[src/sv/lfht_pkg.sv]
`default_nettype none

package lfht_pkg;

   // Table geometry
   localparam int SLOTS       = 1024;
   localparam int HANDLE_BITS = 16;
   localparam int SLOT_W      = $clog2(SLOTS);

   // Each cell holds a power-of-two run of used bits, at most 32
   localparam int CELL_LOW_W  = (SLOT_W > 5) ? 5 : SLOT_W - 1;
   localparam int CELL_BITS   = 2 ** CELL_LOW_W;
   localparam int CELL_ID_W   = SLOT_W - CELL_LOW_W;
   localparam int CELLS       = (SLOTS + CELL_BITS - 1) / CELL_BITS;

   // Slots that come out of reset occupied, each holding its own index
   localparam int PRESET_SLOTS = 3;
   localparam int PRESET_W     = $clog2(PRESET_SLOTS);

   // Word field widths
   localparam int CMD_W        = 2;
   localparam int FH_W         = 16;
   localparam int SLOT_FIELD_W = 10;
   localparam int TARGET_W     = 11;
   localparam int STATUS_W     = 2;

   // Dup target that asks for the lowest free slot
   localparam int TARGET_ANY = -1;

   typedef enum logic [CMD_W-1:0] {
      CMD_ASSIGN = 2'd0,
      CMD_GET    = 2'd1,
      CMD_DUP    = 2'd2,
      CMD_CLOSE  = 2'd3
   } cmd_type;

   typedef enum logic [STATUS_W-1:0] {
      STATUS_OK   = 2'd0,
      STATUS_BAD  = 2'd1,
      STATUS_FULL = 2'd2
   } status_type;

   typedef enum logic [1:0] {
      ST_IDLE   = 2'd0,
      ST_SEARCH = 2'd1,
      ST_DRAIN  = 2'd2
   } state_type;

   // Search token that walks the cell chain
   typedef struct packed {
      logic              valid;
      logic [SLOT_W-1:0] src;
      logic [SLOT_W-1:0] tgt;
      logic              found;
      logic [SLOT_W-1:0] pick;
      logic              src_used;
      logic              tgt_used;
   } token_type;

   // Used-bit update broadcast to every cell
   typedef struct packed {
      logic              set_en;
      logic              clr_en;
      logic [SLOT_W-1:0] addr;
   } update_type;

endpackage

`default_nettype wire

[src/sv/lfht_cell.sv]
`default_nettype none

module lfht_cell import lfht_pkg::*; (
   input  wire logic                 clock,
   input  wire logic                 reset,
   input  wire logic [CELL_ID_W-1:0] cell_id,
   input  wire token_type            chain_in,
   input  wire update_type           upd,
   output token_type                 chain_out
);

   logic [CELL_BITS-1:0]  used_ff;
   logic [CELL_BITS-1:0]  used_in;
   logic [CELL_BITS-1:0]  init_used;
   logic [CELL_BITS-1:0]  free_bits;
   logic [CELL_BITS-1:0]  low_free;
   logic [CELL_LOW_W-1:0] low_idx;
   logic                  src_hit;
   logic                  tgt_hit;
   logic                  upd_hit;
   token_type             tok_ff;
   token_type             tok_in;

   // Preset slots start occupied; slots past the table end never read as free
   always_comb begin
      for (int j = 0; j < CELL_BITS; j++) begin
         init_used[j] = (int'({cell_id, CELL_LOW_W'(j)}) < PRESET_SLOTS) ||
                        (int'({cell_id, CELL_LOW_W'(j)}) >= SLOTS);
      end
   end

   // Isolate the lowest free bit and encode its position
   always_comb begin
      free_bits = ~used_ff;
      low_free  = free_bits & (~free_bits + CELL_BITS'(1));
      low_idx   = '0;
      for (int j = 0; j < CELL_BITS; j++) begin
         if (low_free[j]) begin
            low_idx = low_idx | CELL_LOW_W'(j);
         end
      end
   end

   assign src_hit = (chain_in.src[SLOT_W-1:CELL_LOW_W] == cell_id);
   assign tgt_hit = (chain_in.tgt[SLOT_W-1:CELL_LOW_W] == cell_id);
   assign upd_hit = (upd.addr[SLOT_W-1:CELL_LOW_W] == cell_id);

   // Fold this cell's bits into the passing token
   always_comb begin
      tok_in = chain_in;
      if (chain_in.valid) begin
         tok_in.src_used = chain_in.src_used |
                           (src_hit & used_ff[chain_in.src[CELL_LOW_W-1:0]]);
         tok_in.tgt_used = chain_in.tgt_used |
                           (tgt_hit & used_ff[chain_in.tgt[CELL_LOW_W-1:0]]);
         if (!chain_in.found && (|free_bits)) begin
            tok_in.found = 1'b1;
            tok_in.pick  = {cell_id, low_idx};
         end
      end
   end

   // Apply a set or clear that lands in this cell
   always_comb begin
      used_in = used_ff;
      if (upd_hit && upd.set_en) begin
         used_in[upd.addr[CELL_LOW_W-1:0]] = 1'b1;
      end
      if (upd_hit && upd.clr_en) begin
         used_in[upd.addr[CELL_LOW_W-1:0]] = 1'b0;
      end
   end

   always_ff @(posedge clock) begin
      if (reset) begin
         used_ff <= init_used;
      end else begin
         used_ff <= used_in;
      end
   end

   // Hand the token to the next cell
   always_ff @(posedge clock) begin
      if (reset) begin
         tok_ff.valid <= 1'b0;
      end else begin
         tok_ff <= tok_in;
      end
   end

   assign chain_out = tok_ff;

endmodule

`default_nettype wire

[config.mk]
export PLATFORM = sky130hd
export DESIGN_NAME = lfht_cell
export DESIGN_NICKNAME = d
export VERILOG_FILES = /design/src/sv/lfht_pkg.sv /design/src/sv/lfht_cell.sv
export SDC_FILE = /design/constraint.sdc
export NUM_CORES = 1
export LEC_CHECK = 0
export ABC_AREA = 1
export BUFFER_PORTS_ARGS = -buffer_cell sky130_fd_sc_hd__buf_2
export CAP_MARGIN = 20
export CORE_ASPECT_RATIO = 1.75
export CORE_MARGIN = 3
export CORE_UTILIZATION = 50
export DETAILED_ROUTE_END_ITERATION = 10
export PLACE_DENSITY = 0.82
export SYNTH_ARGS = -nofsm -noshare
export SYNTH_HDL_FRONTEND = slang
export SYNTH_SLANG_ARGS = --single-unit
[constraint.sdc]
create_clock -name clock -period 5.5 [get_ports clock]
set_clock_uncertainty 0.15 [all_clocks]
set_input_delay 0.825 -clock clock [delete_from_list [all_inputs] [get_ports clock]]
set_output_delay 0.825 -clock clock [all_outputs]
set_load 0.01 [all_outputs]
==> out/results.tsv <==
stage	metric	value	unit
layout	Final #Nets	809	
clock_network	CTS Hold Bufs	0	
timing	setup tns final	0	ns
job	number of max-cap violations	0	
timing	fmax	430	MHz
clock_network	TritonCTS Buffers	9	
global_routing	largest net degree at the start of global routing	38	
clock_network	CTS root buffer	clkbuf_16	
timing	final worst-path cycle share	0.422	
yosys	synthesized area	0.00446	sq mm
yosys	Post-Syn Nets	735	
floorplan	die footprint	0.0101	sq mm
critical_path	largest stage delay on the critical path	0.50	ns
routing	via count	4904	
layout	Filler cells	846	
critical_path	Worst Setup End Kind	flop	
clock_network	htree depth	3	
yosys	Seq cells post-synth	66	
routing	Avg WL per Cell	15.7	um
critical_path	Reg2Reg Depth	9	
placed_design	dpl hpwl	10900	um
critical_path	reg2reg start	used_ff[4]$_SDFF_PP0_	
floorplan	initial core utilization	0.514	
yosys	Synth Area per Inst	6.54	sq um
yosys	Post-synth EDFFs	33	
hold_path	type of the worst min-delay path	reg -> reg	
timing	final setup violation count	0	
floorplan	num ports	87	
clock_network	CTS tree	yes	
hold_path	Hold EP	used_ff[17]$_SDFF_PP0_	
critical_path	critical-path cell list	buf_2 > inv_1 > or2_2 > nand4_1 > nor2_1 > and3_1 > buf_6 > a21oi_1 > nor3_1	
yosys	ys flop type	edfxtp_1	
layout	cell area after layout	0.00525	sq mm
critical_path	worst reg2reg endpoint	chain_out[9]$_DFFE_PN_	
critical_path	crit path DAT	2.43	ns
critical_path	required time of the critical path	5.60	ns
timing	Hold Violations, Final	0	
floorplan	Core Footprint	0.00867	sq mm
hold_path	hold_sp	used_ff[17]$_SDFF_PP0_	
pwr	leak pwr	2.24	nW
timing	RSZ-0062 raised after global routing	false	
clock_network	post-cts sizing count	0	
layout	ant diodes	0	
timing	Rel. slew slack	0.601	
timing	final slew viol count	0	
pwr	Peak supply drop	0.152	mV
floorplan	Row Count	45	
global_routing	Total GRT Usage	0.279	
placed_design	placed cells	860	
routing	final wirelength	13800	um
critical_path	maximum fanout along the worst path	21	
critical_path	worst path bufs/invs	3	
critical_path	Worst path slowest cell	and3_1	
clock_network	worst-case clock buffer depth	2	
layout	area grow syn2layout	17.8	%
floorplan	Die Wd	77.4	um
layout	fraction of layout cells with a size suffix above 1	0.152	
layout	non-filler instance count after layout	878	
global_routing	first-pass GRT wire length	22200	um
critical_path	CP top delay family	simple AND/OR/NAND/NOR gates	
clock_network	clk sinks	66	
critical_path	FF-to-FF setup slack	3.29	ns
yosys	post-synthesis async set-or-reset flop share	0	
pwr	Tot Pwr	0.00125	W
placed_design	gpl congestion	0.975	
routing	DR iter-0 viols	405	
global_routing	aggregate global routing overflow	0	
hold_path	WHS Path Cells	2	
routing	DR pass1 iterations	5	
critical_path	Worst setup SP type	input pin	
timing	fin crit period	2.32	ns
yosys	post-synthesis sequential area ratio	0.370	
global_routing	antenna violations before repair	0	
placed_design	placed instance area	0.00493	sq mm
global_routing	number of global-route vias before repair	4739	
clock_network	clock slew seen by the registers of the worst setup and hold paths	0.05	ns
routing	drc violations	0	
clock_network	Setup Fix Bufs, Post-CTS	0	
pwr	Power Density	238	mW/mm^2
timing	Min Hold Slack	0.400	ns
routing	vias per std cell	5.59	
routing	antenna-violating nets left	0	
critical_path	Crit Path Category	in -> reg	
outcome	status	finished, final reports clean	
placed_design	IO buf count	86	
yosys	Synth cell types	29	
yosys	Syn Inst Count	682	
clock_network	Clock Latency Late Sink	0.34	ns
yosys	Yosys warning total	0	
timing	slew at the pin with the worst max-slew slack	0.597	ns
floorplan	die height	131	um
state kept, by name, indices dropped and copies added (netlist names):
name       flops
chain_out     34
used_ff       32
layer usage:
layer  track usage  vias up  part of all wire
li1              -     2426                 -
met1         0.277     2187              0.36
met2         0.503      231              0.51
met3        0.0494       60             0.061
met4         0.235        0             0.070
met5             0        -                 0
cell usage in the layout (no fill, tap or decap), drive strengths merged:
cell type  synthesis  routed
nand2            126     126
nor2             106     106
inv               97      98
buf                9      89
nor3              72      72
nand3             59      59
a21oi             50      50
edfxtp            33      33
dfxtp             33      33
o21ai             30      30
o211ai            18      18
nand4             10      10
clkbuf            17      10
xor2               5       5
nor4               4       4
nand3b             4       4
or2                3       3
clkinv             0       3
and3               2       2
xnor2              2       2
o22ai              1       1
o2111ai            1       1
bufinv             0       1
clkinvlp           0       1
worst min-delay path: stages (launching register included):
cell     delay, ns
dfxtp_1       0.33
a21oi_1       0.12
nor3_1        0.05
power by group:
group	leakage (nW)	internal, W	switching, W
Clock	0.146	0.000353	0.000207
Sequential	0.589	0.000539	0.00000491
Combinational	1.50	0.0000515	0.0000956
Total	2.24	0.000943	0.000308
Yosys cell counts (3+ instances only):
cell type,count,area share
nand2_1,124,0.10
nor2_1,103,0.087
inv_1,97,0.082
nor3_1,71,0.080
nand3_1,57,0.064
a21oi_1,50,0.056
dfxtp_1,33,0.15
edfxtp_1,33,0.22
o21ai_0,27,0.030
o211ai_1,18,0.030
clkbuf_1,17,0.014
nand4_1,10,0.014
buf_2,8,0.0090
xor2_1,5,0.0098
nand3b_1,4,0.0067
nor4_1,4,0.0056
o21ai_1,3,0.0034
or2_2,3,0.0042
worst max-delay path by stage:
stage                          start                     end  slack [ns]  cells past startpoint
final                     cell_id[1]  used_ff[29]$_SDFF_PP0_        3.18                      9
after global routing      cell_id[1]  used_ff[11]$_SDFF_PP0_        2.99                      9
after CTS                 cell_id[1]      used_ff[1]$_DFF_P_        2.73                      8
after detailed placement  cell_id[1]      used_ff[1]$_DFF_P_        2.38                      8
after global placement    cell_id[1]      used_ff[1]$_DFF_P_        2.49                      8
after floorplan           cell_id[1]      used_ff[1]$_DFF_P_        3.36                      9
cell families (layout without fill, tap and decap cells):
family | count (synthesis) | in the layout | share of synthesized area
and+or+nand+nor | 386 | 386 | 0.385
buffers and inverters | 123 | 202 | 0.107
AOI/OAI and AO/OA | 100 | 100 | 0.123
DFF | 66 | 66 | 0.370
xor gates and xnor gates | 7 | 7 | 0.0138
layout make-up:
type,instances,area (sq um),area share
clock buffers,10,230,0.0439
clock inverters,6,66.3,0.0126
inverters,97,364,0.0694
multi-input cells,493,2330,0.443
flip-flops and latches,66,1650,0.315
well taps,117,146,0.0279
repair buffers,89,464,0.0884
per-stage QoR:
stage	util	setup slack, ns
finish	0.605	3.18
global route	0.605	2.99
CTS	0.602	2.73
detailed placement	0.568	2.38
global placement	0.568	2.49
floorplan	-	3.36
Note: power is estimated with default switching activity, not from simulation.
